<file path="config.mk">
export PLATFORM = sky130hd
export DESIGN_NAME = thc_temp_path
export DESIGN_NICKNAME = d
export VERILOG_FILES = /design/src/rtl/thc_pkg.sv /design/src/rtl/thc_temp_path.sv
export SDC_FILE = /design/constraint.sdc
export NUM_CORES = 2
export LEC_CHECK = 0
export BUFFER_PORTS_ARGS = -buffer_cell sky130_fd_sc_hd__buf_2
export CAP_MARGIN = 25
export CORE_MARGIN = 5
export CORE_UTILIZATION = 68
export CTS_BUF_LIST = sky130_fd_sc_hd__clkbuf_2 sky130_fd_sc_hd__clkbuf_4 sky130_fd_sc_hd__clkbuf_8
export CTS_CLUSTER_DIAMETER = 100
export CTS_CLUSTER_SIZE = 12
export DETAILED_ROUTE_END_ITERATION = 12
export PLACE_DENSITY = 0.93
export SLEW_MARGIN = 20
export SYNTH_ARGS = -nofsm -noshare
export SYNTH_HDL_FRONTEND = slang
export SYNTH_SLANG_ARGS = --single-unit
export TNS_END_PERCENT = 100
</file>
<file path="constraint.sdc">
create_clock -name clk -period 18 [get_ports clk]
set_clock_uncertainty 0.05 [all_clocks]
set_input_delay 1.8 -clock clk [delete_from_list [all_inputs] [get_ports clk]]
set_output_delay 1.8 -clock clk [all_outputs]
set_load 0.01 [all_outputs]
</file>
<file path="src/rtl/thc_pkg.sv">
// ----------------------------------------------------------------------------
// thc_pkg: shared types, constants and helpers
// Register codes, calibration bundle, inter-module payload and the 32-bit
// arithmetic shift used throughout the compensation datapath.
// ----------------------------------------------------------------------------
package thc_pkg;

  // configuration register codes
  localparam logic [2:0] REG_CAL_T1    = 3'd0;
  localparam logic [2:0] REG_CAL_T2    = 3'd1;
  localparam logic [2:0] REG_CAL_T3    = 3'd2;
  localparam logic [2:0] REG_CAL_H1    = 3'd3;
  localparam logic [2:0] REG_CAL_H2    = 3'd4;
  localparam logic [2:0] REG_CAL_H3    = 3'd5;
  localparam logic [2:0] REG_CAL_H4_H5 = 3'd6;
  localparam logic [2:0] REG_CAL_H6    = 3'd7;

  localparam int CFG_W = 24;

  // datapath constants (32-bit words)
  localparam logic [31:0]        HUM_OFFSET   = 32'd76800;
  localparam logic signed [31:0] HUM_MAX      = 32'sd419430400;
  localparam logic [31:0]        HUM_ROUND    = 32'd16384;
  localparam logic [31:0]        HUM_BIAS     = 32'd2097152;
  localparam logic [31:0]        HUM_GAIN_RND = 32'd8192;
  localparam logic [31:0]        HUM_ONE      = 32'd32768;
  localparam logic [31:0]        TEMP_RND     = 32'd128;
  localparam logic signed [31:0] TEMP_MAX     = 32'sd32767;
  localparam logic signed [31:0] TEMP_MIN     = -32'sd32768;

  // calibration registers
  typedef struct packed {
    logic [15:0] t1;
    logic [15:0] t2;
    logic [15:0] t3;
    logic [7:0]  h1;
    logic [15:0] h2;
    logic [7:0]  h3;
    logic [23:0] h4_h5;
    logic [7:0]  h6;
  } cal_regs_t;

  // request handed from the temperature path to the humidity path
  typedef struct packed {
    logic [15:0] temp;      // saturated temperature, 0.01 degC
    logic [31:0] var_fine;  // fine term minus humidity offset
    logic [15:0] raw_hum;
  } thc_mid_t;

  // arithmetic right shift of a 32-bit two's-complement word
  function automatic logic [31:0] sar(input logic [31:0] x, input logic [4:0] sh);
    sar = 32'($signed(x) >>> sh);
  endfunction

endpackage

</file>
<file path="src/rtl/thc_temp_path.sv">
// ----------------------------------------------------------------------------
// thc_temp_path: temperature compensation pipeline
// Four stages: two products, scaling, fine term, then temperature rounding,
// saturation and the humidity offset term.
// ----------------------------------------------------------------------------
module thc_temp_path (
  input  logic                clk,
  input  logic                rst_n,
  input  thc_pkg::cal_regs_t  cal,
  input  logic                in_valid,
  output logic                in_ready,
  input  logic [19:0]         in_raw_temp,
  input  logic [15:0]         in_raw_hum,
  output logic                out_valid,
  input  logic                out_ready,
  output thc_pkg::thc_mid_t   out_mid
);

  localparam int NS = 4;

  logic [NS-1:0] vld_r;
  logic [NS-1:0] rdy;

  // a stage loads when it is empty or its successor loads
  always_comb begin
    rdy[NS-1] = !vld_r[NS-1] || out_ready;
    for (int k = NS - 2; k >= 0; k--) begin
      rdy[k] = !vld_r[k] || rdy[k+1];
    end
  end

  always_ff @(posedge clk) begin
    if (!rst_n) begin
      vld_r <= '0;
    end else begin
      if (rdy[0]) vld_r[0] <= in_valid;
      for (int k = 1; k < NS; k++) begin
        if (rdy[k]) vld_r[k] <= vld_r[k-1];
      end
    end
  end

  // extended coefficients
  logic [31:0] t1_w, t2_w, t3_w;
  assign t1_w = {16'b0, cal.t1};
  assign t2_w = {{16{cal.t2[15]}}, cal.t2};
  assign t3_w = {{16{cal.t3[15]}}, cal.t3};

  // stage 1: linear and square products
  logic [31:0] lin_diff, sq_diff;
  logic [31:0] s1_p1_r, s1_dd_r;
  logic [15:0] s1_hum_r;
  assign lin_diff = {15'b0, in_raw_temp[19:3]} - {t1_w[30:0], 1'b0};
  assign sq_diff  = {16'b0, in_raw_temp[19:4]} - t1_w;

  // stage 2: scaling and third coefficient product
  logic [31:0] s2_a_r, s2_q_r;
  logic [15:0] s2_hum_r;

  // stage 3: fine term
  logic [31:0] s3_fine_r;
  logic [15:0] s3_hum_r;

  // stage 4: rounding, saturation, humidity offset
  logic [31:0]       tw;
  logic [15:0]       temp_sat;
  thc_pkg::thc_mid_t mid_r;
  assign tw = thc_pkg::sar({s3_fine_r[29:0], 2'b0} + s3_fine_r + thc_pkg::TEMP_RND, 5'd8);

  always_comb begin
    priority if ($signed(tw) > thc_pkg::TEMP_MAX) begin
      temp_sat = 16'h7fff;
    end else if ($signed(tw) < thc_pkg::TEMP_MIN) begin
      temp_sat = 16'h8000;
    end else begin
      temp_sat = tw[15:0];
    end
  end

  always_ff @(posedge clk) begin
    if (rdy[0]) begin
      s1_p1_r  <= lin_diff * t2_w;
      s1_dd_r  <= sq_diff * sq_diff;
      s1_hum_r <= in_raw_hum;
    end
    if (rdy[1]) begin
      s2_a_r   <= thc_pkg::sar(s1_p1_r, 5'd11);
      s2_q_r   <= thc_pkg::sar(s1_dd_r, 5'd12) * t3_w;
      s2_hum_r <= s1_hum_r;
    end
    if (rdy[2]) begin
      s3_fine_r <= s2_a_r + thc_pkg::sar(s2_q_r, 5'd14);
      s3_hum_r  <= s2_hum_r;
    end
    if (rdy[3]) begin
      mid_r.temp     <= temp_sat;
      mid_r.var_fine <= s3_fine_r - thc_pkg::HUM_OFFSET;
      mid_r.raw_hum  <= s3_hum_r;
    end
  end

  assign in_ready  = rdy[0];
  assign out_valid = vld_r[NS-1];
  assign out_mid   = mid_r;

endmodule

</file>
==> impl_metrics.ini <==
[placement]
gp_congestion = 0.898
numPortBuffers = 150
hpwl_mm = 72.5
preCtsSetupSlack_ns = 6.98

[detailed_routing]
first_pass_iters = 6
post_drt_wl_per_cell_um = 19.3
ant_nets = 0
num_vias = 27500
drc = 0
drtIter0Drc = 2435
detail_route.wirelength_mm = 91.1
viasPerCell = 5.82

[logic_synthesis]
synth.top_cell.area_share = 0.420
ys_ff_latch = 218
ys_top_cells_by_area = fa_1 42%, edfxtp_1 17%, ha_1 10%, inv_1 9.5%, nand2_1 4.6%
synth_commonest_cells = 982 x inv_1, 816 x fa_1, 472 x nand2_1, 320 x ha_1, 249 x and2_1
synth_most_common_cell = inv_1
ys.flop_type = edfxtp_1
syn_nets = 5174
synth_area_per_cell_um2 = 10.0
synth_warnings = 0
synthArstFlopShare = 0
synth_edf_count = 214
synth.cell_area_um2 = 38900
synthCells = 3886
yosysSeqAreaShare = 0.167
yosysUniqueCellTypes = 71
synth_top_area_cell = fa_1

[cts]
tritoncts = built
hold_buffers = 0
cts_sinks = 218
clockBufferDepth = 3
cts_root_buf = clkbuf_8
clock_latency_ns = 0.58
post_cts_buffers = 0
numCtsBuffers = 22
htreeDepth = 1
clk_pin_slew_ns = 0.09
ctsResizeCount = 0

[setup_path]
crit_buf_inv = 6
crit_arrival_ns = 10.93
cp.required_ns = 18.31
cp_slowest_stage_delay_ns = 0.71
startpoint_type = input pin
critical-path-top-delay-family = adder cells
crit_fanout = 16
slowest_stage = clkinv_1
critPathKind = input pin to flop
cp-end-kind = flop
cpMostUsedCell = fa_1

[sta]
fmax_mhz = 94.1
tns_ns = 0
period_needed_ns = 10.62
slew_headroom = 0.278
rsz0062_at_grt = no
setup_viol = 0
finalHoldViolations = 0
worstMarginPinSlew_ns = 1.08
timing.final.crit_share = 0.590
layout_setup_ws_ns = 7.38
report.final.slew_viol_count = 0

[floorplan]
floorplan.initialDensity = 0.689
rows = 87
placeableCoreArea_um2 = 56500
die_y_um = 249
die_w_um = 249
design.die.area_um2 = 62100
pin_count = 218

[min_path]
hold_class = flop to flop

[cells_and_area]
num-fill-cells = 3603
seq_area_um2 = 6510
drive_gt1_frac = 0.0618
syn2layout_area_growth_pct = 4.71
multi_input_area_um2 = 28300
final_nets = 5243

[global_route]
grt.overflow.total = 0
grt_use_total = 0.300
grt_max_degree = 58
grt_pass1_vias = 31200
grt_pass1_wl_mm = 152
antenna_found_initial = 7

[status]
status = finished, final reports clean

[flow_run]
cap_viol_max_count = 0
## worst reg2reg max path: stages, from the launching register on
cell       delay (ns)
edfxtp_1         0.83
nand2_1          0.19
fa_1             0.57
inv_1            0.06
fa_1             0.53
inv_1            0.05
fa_1             0.49
fa_1             0.55
inv_1            0.05
fa_1             0.50
inv_1            0.06
fa_1             0.48
inv_1            0.05
ha_1             0.29
nand4_1          0.09
nor3_1           0.05
a31oi_1          0.41
a21oi_1          0.20
o2111ai_1        0.40
a21oi_1          0.19
o21ai_0          0.48
nor2_1           0.11
a211oi_1         0.51
## layout by cell type (no fill, tap or decap), drive strengths merged, types with 5 or more instances in the layout
cell type / instances
a211oi: 8
a21boi: 5
a21o: 26
a21oi: 68
a31oi: 9
and2: 249
and3: 9
buf: 171
clkbuf: 33
edfxtp: 214
fa: 816
ha: 320
inv: 988
nand2: 472
nand2b: 37
nand3: 22
nand4: 13
nor2: 130
nor2b: 29
nor3: 27
o21a: 17
o21ai: 55
o21bai: 9
or2: 9
or3: 7
xnor2: 114
xor2: 42
## cell type report
class	instances	share of cell area
Clock buffer	33	0.00946
Timing Repair Buffer	171	0.0223
Tap cell	756	0.0232
Sequential cell	218	0.160
Inverter	989	0.0911
Multi-Input combinational cell	2553	0.693
Antenna cell	4	0.000246
Clock inverter	3	0.000706
## layer usage
layer  part of all wire  wire, um  global-route usage
met2               0.51     46400               0.520
met3              0.094      8520              0.0543
met1               0.34     30600               0.369
met5            0.00052        47                   0
met4              0.060      5510               0.141
## registers in the layout (all words and copies together) (netlist names)
register / cells
s3_fine_r: 22
s2_q_r: 18
s2_hum_r: 16
s1_dd_r: 20
s1_hum_r: 16
s2_a_r: 21
s1_p1_r: 21
s3_hum_r: 16
vld_r: 4
out_mid: 64
## stage by stage
| stage | utilization | hold slack [ns] | instance area [um2] | cells |
|---|---|---|---|---|
| floorplan | - | 0.350 | 38900 | 3886 |
| global placement | 0.714 | 0.350 | 40300 | 4687 |
| detailed placement | 0.714 | 0.355 | 40300 | 4687 |
| CTS | 0.721 | 0.364 | 40700 | 4723 |
| global route | 0.721 | 0.370 | 40800 | 4725 |
| finish | 0.721 | 0.362 | 40800 | 4727 |
## logic make-up (layout without fill, tap and decap cells)
family,Yosys count,in the layout,share of synthesized area
AO/OA/AOI/OAI,240,240,0.0415
XOR/XNOR,157,157,0.0365
adder cells (fa/ha/maj),1136,1136,0.523
buffers and inverters,1115,1196,0.108
flip-flops,218,218,0.167
multiplexers,3,3,0.000804
other,0,4,0
AND/OR/NAND/NOR,1017,1017,0.124
## worst paths after layout
| path | start | end | slack (ns) | cells past startpoint |
|---|---|---|---|---|
| max | cal[100] | s1_p1_r[30] | 7.38 | 30 |
| min | s2_hum_r[14] | s3_hum_r[14] | 0.36 | 0 |
| max reg2reg | s1_dd_r[22] | s2_q_r[31] | 10.56 | 22 |
| min reg2reg | s2_hum_r[14] | s3_hum_r[14] | 0.36 | 0 |
Power is not shown: default switching activity piles up to over one toggle a cycle in this logic, so the estimate is an artifact.
